[config.mk]
export PLATFORM = sky130hd
export DESIGN_NAME = max_spanning_forest_budget_removal
export DESIGN_NICKNAME = d
export VERILOG_FILES = /design/src/hdl/msfbr_pkg.sv /design/src/hdl/msfbr_datapath.sv /design/src/hdl/msfbr_ctrl.sv /design/src/hdl/max_spanning_forest_budget_removal.sv
export SDC_FILE = /design/constraint.sdc
export NUM_CORES = 2
export LEC_CHECK = 0
export ABC_CLOCK_PERIOD_IN_PS = 16600
export BUFFER_PORTS_ARGS = -buffer_cell sky130_fd_sc_hd__buf_2
export CAP_MARGIN = 10
export CORE_MARGIN = 5
export CORE_UTILIZATION = 64
export CTS_CLUSTER_SIZE = 30
export DETAILED_ROUTE_END_ITERATION = 10
export PLACE_DENSITY_LB_ADDON = 0.08
export SLEW_MARGIN = 20
export SYNTH_ARGS = -nofsm -noshare
export SYNTH_HDL_FRONTEND = slang
export SYNTH_HIERARCHICAL = 1
export SYNTH_SLANG_ARGS = --single-unit
export TNS_END_PERCENT = 10
[constraint.sdc]
create_clock -name clk -period 16.6 [get_ports clk]
set_input_delay 0.83 -clock clk [delete_from_list [all_inputs] [get_ports clk]]
set_output_delay 0.83 -clock clk [all_outputs]
set_load 0.005 [all_outputs]
[src/hdl/msfbr_pkg.sv]
// Shared types and constants for the spanning forest budget removal block.
package msfbr_pkg;

  localparam int MaxNodesDef   = 32;
  localparam int MaxEdgesDef   = 32;
  localparam int WeightBitsDef = 32;
  localparam int VertW   = 6;
  localparam int WInW    = 32;
  localparam int CostW   = 64;
  localparam int BudgetW = 63;
  localparam int CfgIdxW = 1;
  localparam logic [CfgIdxW-1:0] CfgNodeCount  = 1'b0;
  localparam logic [CfgIdxW-1:0] CfgCostBudget = 1'b1;

  typedef enum logic [3:0] {
    ST_LOAD,
    ST_CLEAR,
    ST_SORT,
    ST_UF_FIND_A,
    ST_UF_FIND_B,
    ST_UF_JOIN,
    ST_SCAN,
    ST_EMIT,
    ST_WAIT_OUT,
    ST_DONE
  } state_t;

  typedef struct packed {
    logic load;
    logic clear;
    logic sort_step;
    logic find_a;
    logic find_b;
    logic join_step;
    logic scan_step;
    logic emit_step;
    logic finish;
  } cmd_t;

  typedef struct packed {
    logic full;
    logic clear_done;
    logic sort_done;
    logic find_done;
    logic uf_done;
    logic scan_done;
    logic emit_last;
  } stat_t;

endpackage

[src/hdl/msfbr_datapath.sv]
// Edge store, insertion sort, union-find, budget scan and result selection.
module msfbr_datapath #(
  parameter int MAX_NODES   = msfbr_pkg::MaxNodesDef,
  parameter int MAX_EDGES   = msfbr_pkg::MaxEdgesDef,
  parameter int WEIGHT_BITS = msfbr_pkg::WeightBitsDef
) (
  input  logic                          clk,
  input  logic                          rst,
  input  msfbr_pkg::cmd_t               cmd,
  output msfbr_pkg::stat_t              stat,
  input  logic [msfbr_pkg::VertW-1:0]   node_count,
  input  logic [msfbr_pkg::BudgetW-1:0] cost_budget,
  input  logic [msfbr_pkg::VertW-1:0]   end_one,
  input  logic [msfbr_pkg::VertW-1:0]   end_two,
  input  logic [msfbr_pkg::WInW-1:0]    edge_weight,
  output logic                          has_edge,
  output logic [msfbr_pkg::VertW-1:0]   chosen_number,
  output logic [msfbr_pkg::VertW-1:0]   chosen_total,
  output logic                          run_end
);
  localparam int VW = (MAX_NODES > 1) ? $clog2(MAX_NODES) : 1;
  localparam int EW = (MAX_EDGES > 1) ? $clog2(MAX_EDGES) : 1;
  localparam int CW = $clog2(MAX_EDGES + 1);
  localparam int SW = $clog2(MAX_NODES + 1);
  localparam int NCW = (msfbr_pkg::VertW > SW) ? msfbr_pkg::VertW : SW;

  logic [WEIGHT_BITS-1:0] wmem [MAX_EDGES];
  logic [VW-1:0]          ea   [MAX_EDGES];
  logic [VW-1:0]          eb   [MAX_EDGES];
  logic [EW-1:0]          ord  [MAX_EDGES];
  logic [MAX_EDGES-1:0]   remv;
  logic [MAX_EDGES-1:0]   chosen;
  logic [VW-1:0]          lead [MAX_NODES];
  logic [SW-1:0]          size [MAX_NODES];

  logic [CW-1:0] loaded;
  logic [CW-1:0] si;
  logic [CW-1:0] sj;
  logic [EW-1:0] ins;
  logic          sorting_shift;
  logic [VW-1:0] cur;
  logic [VW-1:0] ra;
  logic [VW-1:0] rb;
  logic [VW-1:0] clr;
  logic [msfbr_pkg::CostW-1:0] spent;
  logic [CW-1:0] total;
  logic [CW-1:0] emitted;
  logic [CW-1:0] ei;

  logic [NCW-1:0] n_eff;
  logic [NCW-1:0] va;
  logic [NCW-1:0] vb;
  logic [EW-1:0]  cur_edge;
  logic [VW-1:0]  big;
  logic [VW-1:0]  sml;

  // scan works on order slot si-1
  logic [EW-1:0] sedge;
  logic [msfbr_pkg::CostW:0] sf2;
  logic [msfbr_pkg::CostW-1:0] sum_sat2;
  logic          fits;

  // next chosen edge at or after ei
  logic [CW-1:0] nxt_idx;
  logic [CW-1:0] pos;

  always_comb begin
    n_eff = NCW'(node_count);
    if (n_eff == '0) n_eff = NCW'(1);
    if (n_eff > NCW'(MAX_NODES)) n_eff = NCW'(MAX_NODES);
    va = NCW'(end_one);
    vb = NCW'(end_two);
    if (va == '0) va = NCW'(1);
    if (va > n_eff) va = n_eff;
    if (vb == '0) vb = NCW'(1);
    if (vb > n_eff) vb = n_eff;
  end

  assign cur_edge  = ord[si[EW-1:0]];
  assign big = (size[ra] > size[rb]) ? ra : rb;
  assign sml = (size[ra] > size[rb]) ? rb : ra;

  assign sedge = ord[si[EW-1:0]-EW'(1)];
  assign sf2 = {1'b0, spent} + (msfbr_pkg::CostW+1)'(wmem[sedge]);
  assign sum_sat2 = sf2[msfbr_pkg::CostW] ? '1 : sf2[msfbr_pkg::CostW-1:0];
  assign fits = (sum_sat2 <= msfbr_pkg::CostW'(cost_budget));

  always_comb begin
    pos = CW'(MAX_EDGES);
    for (int k = MAX_EDGES - 1; k >= 0; k--) begin
      if (chosen[k] && CW'(k) >= ei) pos = CW'(k);
    end
    nxt_idx = pos + CW'(1);
  end

  assign stat.full       = (loaded >= CW'(MAX_EDGES));
  assign stat.clear_done = (clr == VW'(MAX_NODES - 1));
  assign stat.sort_done  = (si >= loaded) && !sorting_shift;
  assign stat.find_done  = (lead[cur] == cur);
  assign stat.uf_done    = (si >= loaded);
  assign stat.scan_done  = (si == '0);
  assign stat.emit_last  = (total == '0) || (emitted + CW'(1) == total);

  always_ff @(posedge clk) begin
    if (cmd.load && !stat.full) begin
      wmem[loaded[EW-1:0]] <= WEIGHT_BITS'(edge_weight);
      ea[loaded[EW-1:0]]   <= VW'(va - NCW'(1));
      eb[loaded[EW-1:0]]   <= VW'(vb - NCW'(1));
    end
    if (cmd.clear) begin
      lead[clr] <= clr;
      size[clr] <= SW'(1);
    end
    if (cmd.sort_step && !(si >= loaded && !sorting_shift)) begin
      if (!sorting_shift) begin
        ins <= si[EW-1:0];
        sj  <= si;
      end else if (sj != '0 && wmem[ord[sj[EW-1:0]-EW'(1)]] < wmem[ins]) begin
        ord[sj[EW-1:0]] <= ord[sj[EW-1:0]-EW'(1)];
        sj <= sj - CW'(1);
      end else begin
        ord[sj[EW-1:0]] <= ins;
      end
    end
    if (cmd.find_a && lead[cur] == cur) ra <= cur;
    if (cmd.find_b && lead[cur] == cur) rb <= cur;
    if (cmd.join_step) begin
      remv[si[EW-1:0]] <= (ra == rb);
      if (ra != rb) begin
        lead[sml] <= big;
        size[big] <= size[big] + size[sml];
      end
    end
  end

  always_ff @(posedge clk) begin
    if (rst || cmd.finish) begin
      loaded <= '0;
      clr <= '0;
      si <= '0;
      sorting_shift <= 1'b0;
      spent <= '0;
      chosen <= '0;
      total <= '0;
      emitted <= '0;
      ei <= '0;
      cur <= '0;
    end else begin
      if (cmd.load && !stat.full) loaded <= loaded + CW'(1);
      if (cmd.clear) clr <= clr + VW'(1);
      if (cmd.sort_step && !(si >= loaded && !sorting_shift)) begin
        if (!sorting_shift) sorting_shift <= 1'b1;
        else if (!(sj != '0 && wmem[ord[sj[EW-1:0]-EW'(1)]] < wmem[ins])) begin
          sorting_shift <= 1'b0;
          si <= si + CW'(1);
        end
      end
      if (cmd.sort_step && stat.sort_done) begin
        si <= '0;
        cur <= ea[ord[0]];
      end
      if (cmd.find_a) begin
        if (lead[cur] != cur) cur <= lead[cur];
        else cur <= eb[cur_edge];
      end
      if (cmd.find_b && lead[cur] != cur) cur <= lead[cur];
      if (cmd.join_step) begin
        if (si + CW'(1) < loaded) cur <= ea[ord[si[EW-1:0]+EW'(1)]];
        si <= si + CW'(1);
      end
      if (cmd.scan_step && si != '0) begin
        if (remv[si[EW-1:0]-EW'(1)] && fits) begin
          spent <= sum_sat2;
          chosen[ord[si[EW-1:0]-EW'(1)]] <= 1'b1;
          total <= total + CW'(1);
        end
        si <= si - CW'(1);
      end
      if (cmd.emit_step) begin
        if (total != '0) begin
          emitted <= emitted + CW'(1);
          ei <= nxt_idx;
        end
      end
    end
  end

  assign has_edge      = (total != '0);
  assign chosen_number = (total != '0) ? msfbr_pkg::VertW'(pos + CW'(1)) : '0;
  assign chosen_total  = msfbr_pkg::VertW'(total);
  assign run_end       = stat.emit_last;
endmodule

[src/hdl/msfbr_ctrl.sv]
// Sequencing state machine for load, sort, union-find, scan and emit.
module msfbr_ctrl (
  input  logic              clk,
  input  logic              rst,
  input  logic              in_fire,
  input  logic              in_last,
  input  logic              out_fire,
  input  msfbr_pkg::stat_t  stat,
  output msfbr_pkg::cmd_t   cmd,
  output logic              in_ready,
  output logic              out_valid
);
  msfbr_pkg::state_t state, state_next;

  always_ff @(posedge clk) begin
    if (rst) state <= msfbr_pkg::ST_LOAD;
    else     state <= state_next;
  end

  always_comb begin
    state_next = state;
    case (state)
      msfbr_pkg::ST_LOAD:      if (in_fire && in_last) state_next = msfbr_pkg::ST_CLEAR;
      msfbr_pkg::ST_CLEAR:     if (stat.clear_done) state_next = msfbr_pkg::ST_SORT;
      msfbr_pkg::ST_SORT:      if (stat.sort_done) state_next = msfbr_pkg::ST_UF_FIND_A;
      msfbr_pkg::ST_UF_FIND_A: if (stat.find_done) state_next = msfbr_pkg::ST_UF_FIND_B;
      msfbr_pkg::ST_UF_FIND_B: if (stat.find_done) state_next = msfbr_pkg::ST_UF_JOIN;
      msfbr_pkg::ST_UF_JOIN:   state_next = msfbr_pkg::ST_UF_FIND_A;
      msfbr_pkg::ST_SCAN:      if (stat.scan_done) state_next = msfbr_pkg::ST_EMIT;
      msfbr_pkg::ST_EMIT:      if (out_fire && stat.emit_last) state_next = msfbr_pkg::ST_DONE;
      msfbr_pkg::ST_DONE:      state_next = msfbr_pkg::ST_LOAD;
      default:                 state_next = msfbr_pkg::ST_LOAD;
    endcase
    if (state == msfbr_pkg::ST_UF_FIND_A && stat.uf_done) state_next = msfbr_pkg::ST_SCAN;
  end

  always_comb begin
    cmd = '0;
    in_ready = 1'b0;
    out_valid = 1'b0;
    case (state)
      msfbr_pkg::ST_LOAD:      begin in_ready = 1'b1; cmd.load = in_fire; end
      msfbr_pkg::ST_CLEAR:     cmd.clear = 1'b1;
      msfbr_pkg::ST_SORT:      cmd.sort_step = 1'b1;
      msfbr_pkg::ST_UF_FIND_A: cmd.find_a = 1'b1;
      msfbr_pkg::ST_UF_FIND_B: cmd.find_b = 1'b1;
      msfbr_pkg::ST_UF_JOIN:   cmd.join_step = 1'b1;
      msfbr_pkg::ST_SCAN:      cmd.scan_step = 1'b1;
      msfbr_pkg::ST_EMIT:      begin out_valid = 1'b1; cmd.emit_step = out_fire; end
      msfbr_pkg::ST_DONE:      cmd.finish = 1'b1;
      default:                 cmd = '0;
    endcase
  end

  a_no_accept_busy: assert property (@(posedge clk) disable iff (rst)
    (state != msfbr_pkg::ST_LOAD) |-> !in_ready) else $error("accept while busy");
  a_emit_after_scan: assert property (@(posedge clk) disable iff (rst)
    (state == msfbr_pkg::ST_EMIT) |-> ($past(state) == msfbr_pkg::ST_SCAN ||
     $past(state) == msfbr_pkg::ST_EMIT)) else $error("emit entered early");
  a_finish_once: assert property (@(posedge clk) disable iff (rst)
    cmd.finish |=> !cmd.finish) else $error("double finish");
endmodule

[src/hdl/max_spanning_forest_budget_removal.sv]
// Top level: maximum spanning forest with budgeted removal of cycle edges.
// channel | dir | handshake          | payload
// s_axis  | in  | s_axis_tvalid/ready| tdata {weight,end_two,end_one}, tlast final_edge
// m_axis  | out | m_axis_tvalid/ready| tdata {total,number,has_edge}, tlast run_end
// cfg     | in  | cfg_valid/ready    | cfg_index, cfg_data
// Edges load one per cycle while s_axis_tready is high. After the final request the
// sets are cleared, the insertion sort orders the edges by falling weight, each union-find
// step walks leader chains one hop per cycle and then joins, and the scan follows.
// Results leave one per cycle as m_axis_tready allows; then the block returns to loading.
// s_axis_tready stays low from the final request until the answer has left.
// Reset returns to loading; the sets are cleared after each final request.
module max_spanning_forest_budget_removal #(
  parameter int MAX_NODES   = msfbr_pkg::MaxNodesDef,
  parameter int MAX_EDGES   = msfbr_pkg::MaxEdgesDef,
  parameter int WEIGHT_BITS = msfbr_pkg::WeightBitsDef
) (
  input  logic        clk,
  input  logic        rst,
  input  logic        s_axis_tvalid,
  output logic        s_axis_tready,
  input  logic [47:0] s_axis_tdata,  // end_one[5:0], end_two[11:6], edge_weight[43:12]
  input  logic        s_axis_tlast,
  output logic        m_axis_tvalid,
  input  logic        m_axis_tready,
  output logic [15:0] m_axis_tdata,  // has_edge[0], chosen_number[6:1], chosen_total[12:7]
  output logic        m_axis_tlast,
  input  logic        cfg_valid,
  output logic        cfg_ready,
  input  logic [msfbr_pkg::CfgIdxW-1:0] cfg_index,
  input  logic [63:0] cfg_data
);
  msfbr_pkg::cmd_t  cmd;
  msfbr_pkg::stat_t stat;
  logic [5:0]  node_count;
  logic [62:0] cost_budget;
  logic has_edge;
  logic [5:0] chosen_number, chosen_total;

  assign cfg_ready = 1'b1;
  always_ff @(posedge clk) begin
    if (rst) begin
      node_count <= 6'd32;
      cost_budget <= '0;
    end else if (cfg_valid) begin
      case (cfg_index)
        msfbr_pkg::CfgNodeCount:  node_count <= cfg_data[5:0];
        msfbr_pkg::CfgCostBudget: cost_budget <= cfg_data[62:0];
        default: ;
      endcase
    end
  end

  msfbr_ctrl u_ctrl (
    .clk(clk), .rst(rst),
    .in_fire(s_axis_tvalid && s_axis_tready), .in_last(s_axis_tlast),
    .out_fire(m_axis_tvalid && m_axis_tready), .stat(stat), .cmd(cmd),
    .in_ready(s_axis_tready), .out_valid(m_axis_tvalid)
  );

  msfbr_datapath #(.MAX_NODES(MAX_NODES), .MAX_EDGES(MAX_EDGES),
                   .WEIGHT_BITS(WEIGHT_BITS)) u_dp (
    .clk(clk), .rst(rst), .cmd(cmd), .stat(stat),
    .node_count(node_count), .cost_budget(cost_budget),
    .end_one(s_axis_tdata[5:0]), .end_two(s_axis_tdata[11:6]),
    .edge_weight(s_axis_tdata[43:12]),
    .has_edge(has_edge), .chosen_number(chosen_number),
    .chosen_total(chosen_total), .run_end(m_axis_tlast)
  );

  assign m_axis_tdata = {3'b000, chosen_total, chosen_number, has_edge};

  logic unused_top;
  assign unused_top = ^{s_axis_tdata[47:44], cfg_data[63]};
endmodule

* Word level (Yosys, flattened, before mapping)
Memory sizes are Yosys's and may differ from the RTL's. A register that Yosys moved wholly into a read port is not among the register bits. Cells that the tools add are included.
Word-level totals: memory bits (writable) 1856, memories kept 6, flip-flop bits (word level) 263, input port bits 119, output and inout port bits 20
Memory list:
- u_dp.wmem | words 32, bits a word 32, read ports 3, clocked after Yosys merged registers in 1, write ports 1, line msfbr_datapath.sv:27 | logic [WEIGHT_BITS-1:0] wmem [MAX_EDGES];
- u_dp.size | words 32, bits a word 6, read ports 4, clocked after Yosys merged registers in 2, write ports 1, line msfbr_datapath.sv:34 | logic [SW-1:0] size [MAX_NODES];
- u_dp.ea | words 32, bits a word 5, read ports 2, clocked after Yosys merged registers in 0, write ports 1, line msfbr_datapath.sv:28 | logic [VW-1:0] ea [MAX_EDGES];
- u_dp.eb | words 32, bits a word 5, read ports 1, clocked after Yosys merged registers in 0, write ports 1, line msfbr_datapath.sv:29 | logic [VW-1:0] eb [MAX_EDGES];
- u_dp.lead | words 32, bits a word 5, read ports 1, clocked after Yosys merged registers in 1, write ports 1, line msfbr_datapath.sv:33 | logic [VW-1:0] lead [MAX_NODES];
- u_dp.ord | words 32, bits a word 5, read ports 5, clocked after Yosys merged registers in 1, write ports 1, line msfbr_datapath.sv:30 | logic [EW-1:0] ord [MAX_EDGES];
Operators by class: mux-type cells 112, bitwise operators 4, reduce and logical (&&, ||, !) cells 77, order comparisons 46, equality and inequality tests 30, add/sub/neg operators 15
Operators with widths (number):
- $mux 6 | 46
- $mux 5 | 20
- $ge 5x6->1 const A | 16
- $add 64x32->65 | 1
- $le 64x63->1 | 1
- $mux 64 | 1
- $logic_and 1x1->1 | 49
- $ge 4x6->1 const A | 8
- $bwmux 32 | 1
- $lt 32x32->1 | 1
- $mux 1 | 32
- $or 32x32->32 | 1
- $pmux 4 s8 | 1
- $add 6x1->6 const B | 5
- $logic_not 6->1 | 5
- $mux 4 | 7
- $ge 3x6->1 const A | 4
- $sub 5x1->5 const B | 4
- $gt 6x6->1 | 3
- $lt 5x6->1 const B | 3
- $reduce_bool 6->1 | 3
- $eq 4x3->1 const B | 4
- $reduce_and 7->1 | 2
- $ge 1x6->1 const A | 2
- other kinds (36) | 64

* Longest topological paths before layout
word-level depth 36, gate-level depth with buffers 55

* Modules after synthesis
The synthesis kept the hierarchy.
By module, submodules not included:
- msfbr_datapath | seq. area each 60468.0 um^2, cells each 9886, area an instance 118802.7 um^2, times used 1
- max_spanning_forest_budget_removal | seq. area each 1381.3 um^2, cells each 318, area an instance 3439.5 um^2, times used 1
- msfbr_ctrl | seq. area each 80.1 um^2, cells each 53, area an instance 486.7 um^2, times used 1

* Worst setup path before layout
No wires, ideal clock.
kind reg-to-reg, from reg u_dp.si[0], to reg u_dp/spent[49] (netlist bit), path buffers 18, library setup time 58 ps, arrival 12367 ps, period minus slack after synthesis 12425 ps, path slack 4175 ps, data required time 16542 ps, stages on the path, launching flop included 52, cell sequence dfxtp_1 -> buf_2 -> buf_4 -> buf_4 -> buf_2 -> buf_2 -> clkbuf_1 -> inv_1 -> ha_1 -> clkbuf_1 -> buf_2 -> buf_2 -> clkbuf_1 -> mux4_2 -> mux4_2 -> mux2i_1 -> clkbuf_1 -> clkbuf_1 -> [... 16 more ...] -> clkbuf_1 -> clkbuf_1 -> nand3_1 -> o21a_1 -> ha_1 -> nand2_1 -> nor3_1 -> nand3_1 -> nor3_1 -> nand3_1 -> or4_1 -> o32a_1 -> or4b_1 -> clkbuf_1 -> nor2_1 -> buf_2 -> buf_1 -> a31o_2
On the way: cells in the longest elaborated chain, start to end 8, elaborated cells on any way between the ends 12, those cells by class 2 x add/sub; 1 x order compare; 3 x mux; 4 x reduce/logical; 2 x memory
Ends and longest elaborated chain:
- from (decl) | line msfbr_datapath.sv:37 | logic [CW-1:0] si;
- from (signal assigned) | line msfbr_datapath.sv:155 | si <= si + CW'(1);
- from (signal assigned) | line msfbr_datapath.sv:169 | si <= si + CW'(1);
- from (signal assigned) | line msfbr_datapath.sv:177 | si <= si - CW'(1);
- $sub 5x1->5 | line msfbr_datapath.sv:83 | assign sedge = ord[si[EW-1:0]-EW'(1)];
- $mem_v2 32x5
- $mem_v2 32x32
- $add 64x32->65 | line msfbr_datapath.sv:84 | assign sf2 = {1'b0, spent} + (msfbr_pkg::CostW+1)'(wmem[sedge]);
- $mux 64 | line msfbr_datapath.sv:85 | assign sum_sat2 = sf2[msfbr_pkg::CostW] ? '1 : sf2[msfbr_pkg::CostW-1:0];
- via u_dp.sum_sat2, one bit | line msfbr_datapath.sv:60 | logic [msfbr_pkg::CostW-1:0] sum_sat2;
- $le 64x63->1 | line msfbr_datapath.sv:86 | assign fits = (sum_sat2 <= msfbr_pkg::CostW'(cost_budget));
- $logic_and 1x1->1 | line msfbr_datapath.sv:172 | if (remv[si[EW-1:0]-EW'(1)] && fits) begin
- $reduce_and 2->1 (no line)
- to (signal assigned) | line msfbr_datapath.sv:173 | spent <= sum_sat2;
- to (decl) | line msfbr_datapath.sv:45 | logic [msfbr_pkg::CostW-1:0] spent;
The timed path passes the listed nets, and every way through them passes these cells. The select of a mux whose other input is x is not followed. A chain may end at the register's enable or synchronous reset.

* Worst setup path after layout
from reg u_dp.si[0], to reg u_dp/spent[17] (netlist bit)
Same word-level chain as after synthesis.

==> reports/metrics.cfg <==
[run_status]
status=finished, final reports clean

[power_and_ir_drop]
p_per_area_mw_per_mm2=88.8
peakVddDrop_mv=0.0838
p_leak_nw=43.1
power_w=0.0118

[placement]
placed_area_mm2=0.125
hpwl_um=232000
gp_congestion=0.935
port_buffers=129
dp_cells=12200
dp_slack_ns=2.43

[timing]
drv_slew=0
setup_violations=0
clock.fmax_mhz=69.6
rsz0062_at_grt=no
hold_viol=0
setup_ws_ns=2.23
period_minus_slack_ns=14.37
slew_headroom_pct=16.6
fin_skew_ns=0.0329
fin_setup_tns_ns=0
tightestPinTransition_ns=1.25
min_period_over_period_pct=86.6

[clocking]
root_buffer=clkbuf_16
cts_setup_buffers=0
clk_pin_slew_ns=0.06
cts_resized=0
cts-htree-levels=4
numClockSinks=2139
clk_latency_ns=0.89
hold_buffers=0
ctsLongestPathBuffers=3
cts_tree=built
numCtsBuffers=220

[yosys]
yosys_warnings=6
syn_area_mm2=0.123
synth.avg_cell_area_um2=12.0
synthCells=10300

[global_route]
use_met2_pct=58.2
track_usage_pct=38.4
overflow=0
first_global_vias=89600
antenna_found_initial=33
grt_use_met1_pct=50.6
grt_pass1_wl_um=573000
grt_max_degree=205
use_met3_pct=10.3
grt.busiest_layer=met2

[setup_path]
cpMaxStageDelayCell=ha_4
crit_required_ns=17.31
start_kind=register
critPathArrivalTime_ns=15.08
cp_max_fo=73
crit_type=register to register
worst_setup_path_end_kind=register
cpPeakStageDelay_ns=0.95

[job]
maxCapViolCount=0

[detailed_routing]
num_vias=93800
wl_per_cell_um=31.0
wl_um=391000
ant_nets=0
drtIter0Drc=14500
dr.pass1.iters=7
post-route-drc-count=0
viasPerCell=7.43

[die]
die_w_um=448
start_util_pct=64.5
die_y_um=448
rows=160
core_area_mm2=0.190
dieArea_mm2=0.201
num_io_pins=139

[cells_and_area]
nets=10200
instances_no_fill=12600
syn2layout_area_growth_pct=8.14
drive_gt1_share_pct=18.3
stdcell_area_mm2=0.133

[hold_path]
hp-class=input pin to register

per-layer routing:
layer  share of wire, %  wire, µm
met5              0.059       229
met4                6.2     24400
met3                 14     53600
met2                 45    177000
met1                 35    135000
final cells by class:
class / count / area, µm²
Multi-Input combinational cell: 7060 / 57300
Sequential cell: 2139 / 62000
Fill cell: 13200 / 57700
Clock inverter: 134 / 1420
Timing Repair Buffer: 343 / 2490
Antenna cell: 16 / 40.0
Clock buffer: 277 / 5840
Inverter: 133 / 499
Tap cell: 2511 / 3140
report_power, final:
part / leakage [nW] / internal [W] / switching (W)
sequential: 18.9 / 0.00599 / 0.0000530
clock: 3.55 / 0.00289 / 0.00214
combinational: 20.7 / 0.000218 / 0.000503
total: 43.1 / 0.00909 / 0.00269
stage by stage:
step / hold slack (ns) / util, %
global placement: 0.445 / 65.8
global route: 0.146 / 69.7
detailed placement: 0.464 / 65.8
floorplan: 0.420 / -
finish: 0.191 / 69.7
CTS: 0.136 / 69.6
sequential cells by signal (all words and copies together) (netlist names), 32 cells and up, named ones only:
signal,count
u_dp/wmem,1024
u_dp/size,192
u_dp/ea,160
u_dp/eb,160
u_dp/lead,160
u_dp/ord,160
u_dp/spent,64
cost_budget,63
u_dp/chosen,32
u_dp/remv,32
placed cells by master, fill, tap and decap left out, types with 158 or more instances in the layout:
master     instances
a311oi_1         158
o22ai_1          165
nand2_1         1573
dfxtp_1          215
o21ai_0          215
buf_4            199
edfxtp_1        1909
clkbuf_16        222
and2_1           496
a211oi_1         664
a31oi_1          393
a21oi_1          385
mux2i_1          202
nor2_1           499
mux4_2           824
ha_1             185
critical path, delay by kind of cell, from the launching register on:
kind	cells	cell delay [ns]
AOI/OAI and AO/OA	17	3.61
adders and majority gates	4	1.86
buffers and inverters	6	2.31
DFF	1	0.93
muxes	3	1.72
and+or+nand+nor	9	3.51
path summary, 6_finish.rpt:
kind,slack [ns],startpoint,end,cells after the start
max,2.23,u_dp/si[0],u_dp/spent[17],39
min,0.19,cfg_data[54],cost_budget[54],3
max reg2reg,2.23,u_dp/si[0],u_dp/spent[17],39
min reg2reg,0.48,u_dp/spent[63],u_dp/spent[63],2
(Power assumes the default switching activity.)
